$ cat src/hw/rtl/pid_axis_controller_top_assert.svh
// Assertion macros for the PID axis controller.
`ifndef PID_AXIS_CONTROLLER_TOP_ASSERT_SVH
`define PID_AXIS_CONTROLLER_TOP_ASSERT_SVH

`ifndef SYNTHESIS

`define PIDAX_ASSERT_IMPLY(label, clk, rst, ante, cons) \
  label: assert property (@(posedge clk) disable iff (rst) (ante) |-> (cons)) \
    else $error("pid axis controller: same-cycle check failed");

`define PIDAX_ASSERT_NEXT(label, clk, rst, ante, cons) \
  label: assert property (@(posedge clk) disable iff (rst) (ante) |=> (cons)) \
    else $error("pid axis controller: next-cycle check failed");

`else

`define PIDAX_ASSERT_IMPLY(label, clk, rst, ante, cons)

`define PIDAX_ASSERT_NEXT(label, clk, rst, ante, cons)

`endif

`endif

$ cat src/hw/rtl/pidax_pkg.sv
`timescale 1ns / 1ps
package pidax_pkg;

  localparam int DataW = 32;
  localparam int PoleW = 17;
  localparam int OpW   = 33;
  localparam int ProdW = 66;
  localparam int FracW = 16;
  localparam int QW    = ProdW - FracW;
  localparam int WideW = QW + 1;
  localparam int SumW  = DataW + 2;
  localparam int StepW = 3;
  localparam int IdxW  = 3;

  localparam logic [StepW-1:0] StepLoad  = 3'd0;
  localparam logic [StepW-1:0] StepFirst = 3'd1;
  localparam logic [StepW-1:0] StepLast  = 3'd6;

  typedef logic signed [DataW-1:0] q_t;
  typedef logic signed [QW-1:0]    qprod_t;
  typedef logic signed [WideW-1:0] wide_t;

  typedef enum logic [IdxW-1:0] {
    REG_PROP_GAIN       = 3'd0,
    REG_SETPOINT_WEIGHT = 3'd1,
    REG_DERIV_POLE      = 3'd2,
    REG_DERIV_GAIN      = 3'd3,
    REG_INTEG_GAIN      = 3'd4,
    REG_OUTPUT_BIAS     = 3'd5,
    REG_DRIVE_MIN       = 3'd6,
    REG_DRIVE_MAX       = 3'd7
  } reg_idx_t;

  typedef enum logic [1:0] {
    CLAMP_NONE = 2'd0,
    CLAMP_LOW  = 2'd1,
    CLAMP_HIGH = 2'd2
  } clamp_t;

  typedef enum logic [2:0] {
    MUL_NONE,
    MUL_BETA_REF,
    MUL_POLE_DTERM,
    MUL_KP_W,
    MUL_KD_DM,
    MUL_KI_ERR
  } mul_sel_t;

  typedef enum logic [2:0] {
    ACT_NONE,
    ACT_LOAD,
    ACT_WEIGHTED,
    ACT_POLE,
    ACT_PROP,
    ACT_DTERM,
    ACT_FINISH
  } act_t;

  typedef enum logic [1:0] {
    JMP_NEXT,
    JMP_WAIT_IN,
    JMP_WAIT_OUT
  } jmp_t;

  typedef struct packed {
    mul_sel_t mul_sel;
    act_t     act;
    jmp_t     jmp;
  } ucode_t;

  // From step 2 on, each step consumes the product issued by the step before it.
  function automatic ucode_t ucode_rom(logic [StepW-1:0] step);
    ucode_t uw;
    case (step)
      3'd0:    uw = '{MUL_NONE,       ACT_LOAD,     JMP_WAIT_IN};
      3'd1:    uw = '{MUL_BETA_REF,   ACT_NONE,     JMP_NEXT};
      3'd2:    uw = '{MUL_POLE_DTERM, ACT_WEIGHTED, JMP_NEXT};
      3'd3:    uw = '{MUL_KP_W,       ACT_POLE,     JMP_NEXT};
      3'd4:    uw = '{MUL_KD_DM,      ACT_PROP,     JMP_NEXT};
      3'd5:    uw = '{MUL_KI_ERR,     ACT_DTERM,    JMP_NEXT};
      3'd6:    uw = '{MUL_NONE,       ACT_FINISH,   JMP_WAIT_OUT};
      default: uw = '{MUL_NONE,       ACT_NONE,     JMP_NEXT};
    endcase
    return uw;
  endfunction

  function automatic wide_t sext_q(q_t v);
    return {{(WideW-DataW){v[DataW-1]}}, v};
  endfunction

  function automatic wide_t sext_qp(qprod_t v);
    return {v[QW-1], v};
  endfunction

  function automatic q_t sat_wide(wide_t v);
    q_t r;
    if (v[WideW-1:DataW-1] == '0 || v[WideW-1:DataW-1] == '1) begin
      r = v[DataW-1:0];
    end else if (v[WideW-1]) begin
      r = {1'b1, {(DataW-1){1'b0}}};
    end else begin
      r = {1'b0, {(DataW-1){1'b1}}};
    end
    return r;
  endfunction

  // Round to nearest, ties toward plus infinity, then drop the fraction.
  function automatic qprod_t qround(logic signed [ProdW-1:0] p);
    logic signed [ProdW-1:0] t;
    t = p + {{(ProdW-FracW){1'b0}}, 1'b1, {(FracW-1){1'b0}}};
    return t[ProdW-1:FracW];
  endfunction

endpackage

$ cat src/hw/rtl/pidax_sample_if.sv
`timescale 1ns / 1ps
interface pidax_sample_if;
  import pidax_pkg::*;

  logic valid;
  logic ready;
  q_t   reference;
  q_t   measurement;

  modport source (output valid, output reference, output measurement, input ready);
  modport sink (input valid, input reference, input measurement, output ready);
endinterface

$ cat src/hw/rtl/pidax_result_if.sv
`timescale 1ns / 1ps
interface pidax_result_if;
  import pidax_pkg::*;

  logic   valid;
  logic   ready;
  q_t     drive;
  clamp_t clamp_state;

  modport source (output valid, output drive, output clamp_state, input ready);
  modport sink (input valid, input drive, input clamp_state, output ready);
endinterface

$ cat src/hw/rtl/pid_axis_controller_top.sv
// Processes one sample at a time: a new input beat is accepted only after the
// previous sample has finished the seven-step microprogram that runs all
// five products through one shared 33 x 33 multiplier.
// A result waiting at the output stalls only the final step of the next sample.
// Synchronous active-high reset loads the register defaults, clears the
// integrator, derivative filter and previous measurement, and empties the output.
`timescale 1ns / 1ps
`include "pid_axis_controller_top_assert.svh"
module pid_axis_controller_top (
  input  logic                                  clk,
  input  logic                                  rst,
  pidax_sample_if.sink                          sample,
  pidax_result_if.source                        result,
  input  logic                                  write_enable,
  input  logic [pidax_pkg::IdxW-1:0]            reg_index,
  input  logic [pidax_pkg::DataW-1:0]           write_data
);
  import pidax_pkg::*;

  q_t               prop_gain;
  q_t               setpoint_weight;
  logic [PoleW-1:0] deriv_pole;
  q_t               deriv_gain;
  q_t               integ_gain;
  q_t               output_bias;
  q_t               drive_min;
  q_t               drive_max;

  q_t                      ref_q;
  q_t                      meas_q;
  q_t                      prev_meas;
  q_t                      integ;
  q_t                      dterm;
  q_t                      w_q;
  q_t                      p_q;
  qprod_t                  acc;
  logic signed [ProdW-1:0] prod;
  logic [StepW-1:0]        step;

  logic   out_valid;
  q_t     out_drive;
  clamp_t out_clamp;

  ucode_t                  uw;
  logic                    out_free;
  logic                    fire;
  logic signed [OpW-1:0]   op_a;
  logic signed [OpW-1:0]   op_b;
  logic signed [ProdW-1:0] prod_next;
  logic signed [DataW:0]   dm_wide;
  logic signed [DataW:0]   err_wide;
  q_t                      dm;
  q_t                      err;
  qprod_t                  qv;
  logic signed [SumW-1:0]  sum;
  q_t                      drive_next;
  clamp_t                  clamp_next;

  assign uw       = ucode_rom(step);
  assign out_free = !out_valid || result.ready;

  always_comb begin
    case (uw.jmp)
      JMP_NEXT:     fire = 1'b1;
      JMP_WAIT_IN:  fire = sample.valid;
      JMP_WAIT_OUT: fire = out_free;
      default:      fire = 1'b0;
    endcase
  end

  assign sample.ready = (uw.jmp == JMP_WAIT_IN);

  assign dm_wide  = {meas_q[DataW-1], meas_q} - {prev_meas[DataW-1], prev_meas};
  assign err_wide = {ref_q[DataW-1], ref_q} - {meas_q[DataW-1], meas_q};
  assign dm       = sat_wide({{(WideW-DataW-1){dm_wide[DataW]}}, dm_wide});
  assign err      = sat_wide({{(WideW-DataW-1){err_wide[DataW]}}, err_wide});

  always_comb begin
    case (uw.mul_sel)
      MUL_BETA_REF: begin
        op_a = {setpoint_weight[DataW-1], setpoint_weight};
        op_b = {ref_q[DataW-1], ref_q};
      end
      MUL_POLE_DTERM: begin
        op_a = {{(OpW-PoleW){1'b0}}, deriv_pole};
        op_b = {dterm[DataW-1], dterm};
      end
      MUL_KP_W: begin
        op_a = {prop_gain[DataW-1], prop_gain};
        op_b = {w_q[DataW-1], w_q};
      end
      MUL_KD_DM: begin
        op_a = {deriv_gain[DataW-1], deriv_gain};
        op_b = {dm[DataW-1], dm};
      end
      MUL_KI_ERR: begin
        op_a = {integ_gain[DataW-1], integ_gain};
        op_b = {err[DataW-1], err};
      end
      default: begin
        op_a = '0;
        op_b = '0;
      end
    endcase
  end

  assign prod_next = op_a * op_b;
  assign qv        = qround(prod);

  assign sum = {{(SumW-DataW){p_q[DataW-1]}}, p_q}
             + {{(SumW-DataW){integ[DataW-1]}}, integ}
             + {{(SumW-DataW){dterm[DataW-1]}}, dterm}
             + {{(SumW-DataW){output_bias[DataW-1]}}, output_bias};

  always_comb begin
    if (sum < $signed({{(SumW-DataW){drive_min[DataW-1]}}, drive_min})) begin
      drive_next = drive_min;
      clamp_next = CLAMP_LOW;
    end else if (sum > $signed({{(SumW-DataW){drive_max[DataW-1]}}, drive_max})) begin
      drive_next = drive_max;
      clamp_next = CLAMP_HIGH;
    end else begin
      drive_next = sum[DataW-1:0];
      clamp_next = CLAMP_NONE;
    end
  end

  always_ff @(posedge clk) begin
    if (rst) begin
      prop_gain       <= 32'sh0001_0000;
      setpoint_weight <= 32'sh0001_0000;
      deriv_pole      <= '0;
      deriv_gain      <= '0;
      integ_gain      <= '0;
      output_bias     <= '0;
      drive_min       <= {1'b1, {(DataW-1){1'b0}}};
      drive_max       <= {1'b0, {(DataW-1){1'b1}}};
    end else if (write_enable) begin
      case (reg_idx_t'(reg_index))
        REG_PROP_GAIN:       prop_gain       <= write_data;
        REG_SETPOINT_WEIGHT: setpoint_weight <= write_data;
        REG_DERIV_POLE:      deriv_pole      <= write_data[PoleW-1:0];
        REG_DERIV_GAIN:      deriv_gain      <= write_data;
        REG_INTEG_GAIN:      integ_gain      <= write_data;
        REG_OUTPUT_BIAS:     output_bias     <= write_data;
        REG_DRIVE_MIN:       drive_min       <= write_data;
        REG_DRIVE_MAX:       drive_max       <= write_data;
        default: begin
        end
      endcase
    end
  end

  always_ff @(posedge clk) begin
    if (rst) begin
      step      <= StepLoad;
      integ     <= '0;
      dterm     <= '0;
      prev_meas <= '0;
    end else if (fire) begin
      step <= (step == StepLast) ? StepLoad : step + 3'd1;
      case (uw.act)
        ACT_DTERM: dterm <= sat_wide(sext_qp(acc) - sext_qp(qv));
        ACT_FINISH: begin
          integ     <= sat_wide(sext_q(integ) + sext_qp(qv));
          prev_meas <= meas_q;
        end
        default: begin
        end
      endcase
    end
  end

  always_ff @(posedge clk) begin
    if (fire) begin
      prod <= prod_next;
      case (uw.act)
        ACT_LOAD: begin
          ref_q  <= sample.reference;
          meas_q <= sample.measurement;
        end
        ACT_WEIGHTED: w_q <= sat_wide(sext_qp(qv) - sext_q(meas_q));
        ACT_POLE:     acc <= qv;
        ACT_PROP:     p_q <= sat_wide(sext_qp(qv));
        ACT_FINISH: begin
          out_drive <= drive_next;
          out_clamp <= clamp_next;
        end
        default: begin
        end
      endcase
    end
  end

  always_ff @(posedge clk) begin
    if (rst) begin
      out_valid <= 1'b0;
    end else if (fire && uw.act == ACT_FINISH) begin
      out_valid <= 1'b1;
    end else if (result.ready) begin
      out_valid <= 1'b0;
    end
  end

  assign result.valid       = out_valid;
  assign result.drive       = out_drive;
  assign result.clamp_state = out_clamp;

  `PIDAX_ASSERT_NEXT(a_accept_starts_program, clk, rst, sample.valid && sample.ready, step == StepFirst)
  `PIDAX_ASSERT_IMPLY(a_result_from_last_step, clk, rst, $rose(result.valid), $past(step) == StepLast)
  `PIDAX_ASSERT_IMPLY(a_low_clamp_value, clk, rst, result.valid && result.clamp_state == CLAMP_LOW, result.drive == drive_min)
  `PIDAX_ASSERT_IMPLY(a_high_clamp_value, clk, rst, result.valid && result.clamp_state == CLAMP_HIGH, result.drive == drive_max)

endmodule

$ cat src/flat_wrapper.sv
// flat-port wrapper written by rule: the top's interface ports become plain ports
module pid_axis_controller_top_flat import pidax_pkg::*;
  (clk, rst, write_enable, reg_index, write_data, sample_valid, sample_reference, sample_measurement, sample_ready, result_valid, result_drive, result_clamp_state, result_ready);
  pidax_sample_if sample_i ();
  pidax_result_if result_i ();
  input  logic clk;
  input  logic rst;
  input  logic write_enable;
  input  logic [pidax_pkg::IdxW-1:0] reg_index;
  input  logic [pidax_pkg::DataW-1:0] write_data;
  input wire logic [$bits(sample_i.valid)-1:0] sample_valid;
  input wire logic [$bits(sample_i.reference)-1:0] sample_reference;
  input wire logic [$bits(sample_i.measurement)-1:0] sample_measurement;
  output wire logic [$bits(sample_i.ready)-1:0] sample_ready;
  output wire logic [$bits(result_i.valid)-1:0] result_valid;
  output wire logic [$bits(result_i.drive)-1:0] result_drive;
  output wire logic [$bits(result_i.clamp_state)-1:0] result_clamp_state;
  input wire logic [$bits(result_i.ready)-1:0] result_ready;
  assign sample_i.valid = sample_valid;
  assign sample_i.reference = sample_reference;
  assign sample_i.measurement = sample_measurement;
  assign sample_ready = sample_i.ready;
  assign result_valid = result_i.valid;
  assign result_drive = result_i.drive;
  assign result_clamp_state = result_i.clamp_state;
  assign result_i.ready = result_ready;
  pid_axis_controller_top u_core (.clk(clk), .rst(rst), .sample(sample_i), .result(result_i), .write_enable(write_enable), .reg_index(reg_index), .write_data(write_data));
endmodule
$ cat config.mk
export PLATFORM = sky130hd
export DESIGN_NAME = pid_axis_controller_top_flat
export DESIGN_NICKNAME = d
export VERILOG_FILES = /design/src/hw/rtl/pidax_pkg.sv /design/src/hw/rtl/pidax_sample_if.sv /design/src/hw/rtl/pidax_result_if.sv /design/src/hw/rtl/pid_axis_controller_top.sv /design/src/flat_wrapper.sv
export VERILOG_INCLUDE_DIRS = /design/src /design/src/hw/rtl
export SDC_FILE = /design/constraint.sdc
export NUM_CORES = 2
export LEC_CHECK = 0
export ABC_AREA = 1
export BUFFER_PORTS_ARGS = -buffer_cell sky130_fd_sc_hd__clkbuf_2
export CORE_MARGIN = 2
export CORE_UTILIZATION = 50
export CTS_CLUSTER_DIAMETER = 100
export DETAILED_ROUTE_END_ITERATION = 7
export PLACE_DENSITY = 0.63
export SLEW_MARGIN = 10
export SYNTH_ARGS = -nofsm -noshare
export SYNTH_HDL_FRONTEND = slang
export SYNTH_SLANG_ARGS = --single-unit
$ cat constraint.sdc
create_clock -name clk -period 24.8 [get_ports clk]
set_clock_uncertainty 0.15 [all_clocks]
set_input_delay 4.96 -clock clk [delete_from_list [all_inputs] [get_ports clk]]
set_output_delay 4.96 -clock clk [all_outputs]
set_load 0.005 [all_outputs]
==> results.py <==
metrics = {
    "floorplanning": {
        "die_area_sq_um": 169000,
        "start_util_pct": 50.3,
        "die_w_microns": 411,
        "die_h_microns": 411,
        "fp-row-count": 149,
        "core_sq_um": 165000,
        "ioPinCount": 140,
    },
    "timing": {
        "drv_slew": 0,
        "setup_tns_ns": 0,
        "hold_viol": 0,
        "setup_viol": 0,
        "period_share_pct": 47.6,
        "maxSlewHeadroom_pct": 11.7,
        "fmax_mhz": 84.8,
        "period_needed_ns": 11.80,
        "rsz0062_at_grt": "no",
        "worst_pin_slew_ns": 1.32,
    },
    "worst_setup_path": {
        "end_kind": "flop",
        "slowest_stage": "a21oi_4",
        "worstPathArrival_ns": 12.11,
        "criticalPathCategory": "flop to flop",
        "crit_path_max_incr_delay_ns": 0.75,
        "crit_family": "adder cells",
        "crit_buf_inv": 7,
        "cp-start-kind": "flop",
        "crit_path_max_fanout": 31,
        "crit_required_ns": 25.11,
        "timing.critical_path.mode_cell": "nand2_1",
    },
    "clock_tree": {
        "ctsHoldBuffers": 0,
        "insertion_delay_ns": 0.72,
        "clock_sink_count": 604,
        "cts_tree": "yes",
        "cts_resized": 0,
        "cts.htree.levels": 3,
        "cts_buffer_depth": 3,
        "post-cts-setup-buffers": 0,
        "clockRootBuffer": "clkbuf_16",
        "path_clk_slew_ns": 0.06,
        "cts_made_buffers": 75,
    },
    "cells_and_area": {
        "layoutNonFillerInstCount": 13047,
        "seqCellArea_sq_um": 14700,
        "regMostFlops": "u_core.prod",
        "final_cell_mix": "inv_1, nand2_1, fa_1",
        "reg_top3": "u_core.prod x51, u_core.acc x50",
        "fill_cells": 16021,
        "area_growth_pct": 6.54,
        "final_net_count": 12617,
        "final_common_cell": "inv_1",
        "layout-drive-gt1-share_pct": 4.51,
        "largest_reg_flops": 51,
        "fin_util_pct": 53.6,
        "multi_input_area_sq_um": 56600,
        "stdcell_area_sq_um": 88300,
    },
    "global_routing": {
        "gr-total-overflow": 0,
        "grt_max_degree": 210,
        "grt_pass1_vias": 72505,
        "antenna_found_initial": 16,
        "grt_pass1_wl_microns": 459000,
        "track_usage_pct": 36.6,
    },
    "run": {
        "drv_cap": 0,
    },
    "synth": {
        "ys.flop_type": "dfxtp_1",
        "syn_area_sq_um": 82900,
        "synth_edf_count": 263,
        "synth-seq-area-share_pct": 17.8,
        "synth_area_per_cell_sq_um": 7.65,
        "synth_nets": 12648,
        "async_flop_share_pct": 0,
        "syn_inst": 10824,
        "synthDistinctLibCells": 70,
        "yosys_warnings": 0,
        "ys_seq_elements": 604,
    },
    "detailed_routing": {
        "first_iter_violations": 6524,
        "first_pass_iters": 8,
        "drt_wl_total_microns": 310000,
        "via_per_inst": 5.57,
        "routed-via-count": 72734,
        "drcViolationCount": 0,
        "routedWlPerCell_microns": 23.8,
        "ant_nets": 0,
    },
    "pwr": {
        "leakagePower_nw": 47.1,
        "pwr_density_cell_nw_per_um2": 75.7,
        "peakVddDrop_mv": 0.0724,
    },
    "placed_design": {
        "dp.cells": 12905,
        "gp_congestion": 1.04,
        "place.detailed.hpwl_microns": 253000,
        "port_buffers": 139,
        "placedInstanceArea_sq_um": 85700,
    },
    "min_path": {
        "hold_class": "flop to flop",
    },
    "outcome": {
        "status": "finished, final reports clean",
    },
}
-- power by group --
| group | leakage [nW] | total (mW) | switching, mW | internal, mW |
|---|---|---|---|---|
| Clock | 1.25 | 1.17 | 0.506 | 0.664 |
| Sequential | 5.28 | 1.38 | 0.104 | 1.28 |
| Combinational | 40.6 | 4.13 | 2.92 | 1.21 |
-- area by class of cell --
cell class                      instances  share of cell area [%]
Sequential cell                       604                    16.7
Multi-Input combinational cell       7174                    64.1
Clock buffer                          105                    2.41
Antenna cell                            3                 0.00850
Inverter                             2689                    11.4
Tap cell                             2189                    3.10
Timing Repair Buffer                  249                    1.74
Clock inverter                         34                   0.495
-- synthesized netlist by cell type (19+ instances only) --
| master | instances | area, sq um |
|---|---|---|
| buf_1 | 34 | 128 |
| o21a_1 | 47 | 353 |
| o22ai_1 | 27 | 169 |
| nand3_1 | 209 | 1050 |
| clkbuf_1 | 209 | 785 |
| xnor2_1 | 134 | 1170 |
| o21ai_0 | 574 | 2870 |
| nor2_1 | 708 | 2660 |
| a221oi_1 | 52 | 455 |
| buf_2 | 95 | 475 |
| nand2_1 | 2265 | 8500 |
| nand2_2 | 20 | 125 |
| nand4_1 | 53 | 332 |
| and2_1 | 19 | 119 |
| dfxtp_1 | 341 | 6830 |
| nor3_1 | 68 | 340 |
| nor4_1 | 32 | 200 |
| fa_1 | 1161 | 23200 |
| a21o_1 | 24 | 180 |
| xor2_1 | 201 | 1760 |
| a31oi_1 | 72 | 450 |
| o21bai_1 | 39 | 293 |
| ha_1 | 559 | 6990 |
| edfxtp_1 | 263 | 7900 |
| o221ai_1 | 31 | 272 |
| o21ai_1 | 20 | 100 |
| inv_1 | 2670 | 10000 |
| a21oi_1 | 703 | 3520 |
-- layer usage --
metal	wire [microns]	track usage, %	part of all wire, %	up-vias
met5	109	0	0.035	-
li1	-	-	-	32988
met2	142000	59.3	46	3186
met3	27700	6.79	8.9	657
met1	126000	48.1	40	35887
met4	14800	15.3	4.8	16
-- cell families after synthesis --
family          synth area share [%]
compound gates                  11.5
simple gates                    16.6
xor+xnor                        3.58
fa+ha+maj                       36.5
flops                           17.8
buf+inv                         14.0
-- tightest hold or removal path: stages (launching register included) --
cell and delay [ns]:
dfxtp_1 0.30, inv_1 0.06, a21oi_1 0.05
-- final timing paths --
| kind | cells past startpoint | endpoint | startpoint | slack (ns) |
|---|---|---|---|---|
| hold reg to reg | 2 | u_core.setpoint_weight[8]$_SDFFE_PP0P_ | u_core.setpoint_weight[8]$_SDFFE_PP0P_ | 0.30 |
| hold / removal | 2 | u_core.setpoint_weight[8]$_SDFFE_PP0P_ | u_core.setpoint_weight[8]$_SDFFE_PP0P_ | 0.30 |
| setup / recovery | 39 | u_core.prod[65]$_DFFE_PP_ | u_core.meas_q[0]$_DFFE_PP_ | 13.00 |
| setup reg to reg | 39 | u_core.prod[65]$_DFFE_PP_ | u_core.meas_q[0]$_DFFE_PP_ | 13.00 |
-- metrics by stage --
step / power, mW / hold WS, ns / setup WS [ns]
final: 6.68 / 0.303 / 13.00
after global routing: 7.05 / 0.321 / 12.39
after CTS: 6.60 / 0.304 / 13.11
after detailed placement: 5.42 / 0.295 / 13.10
after global placement: 5.41 / 0.288 / 13.19
after floorplan: 3.93 / 0.279 / 13.25
(Power assumes the default switching activity.)
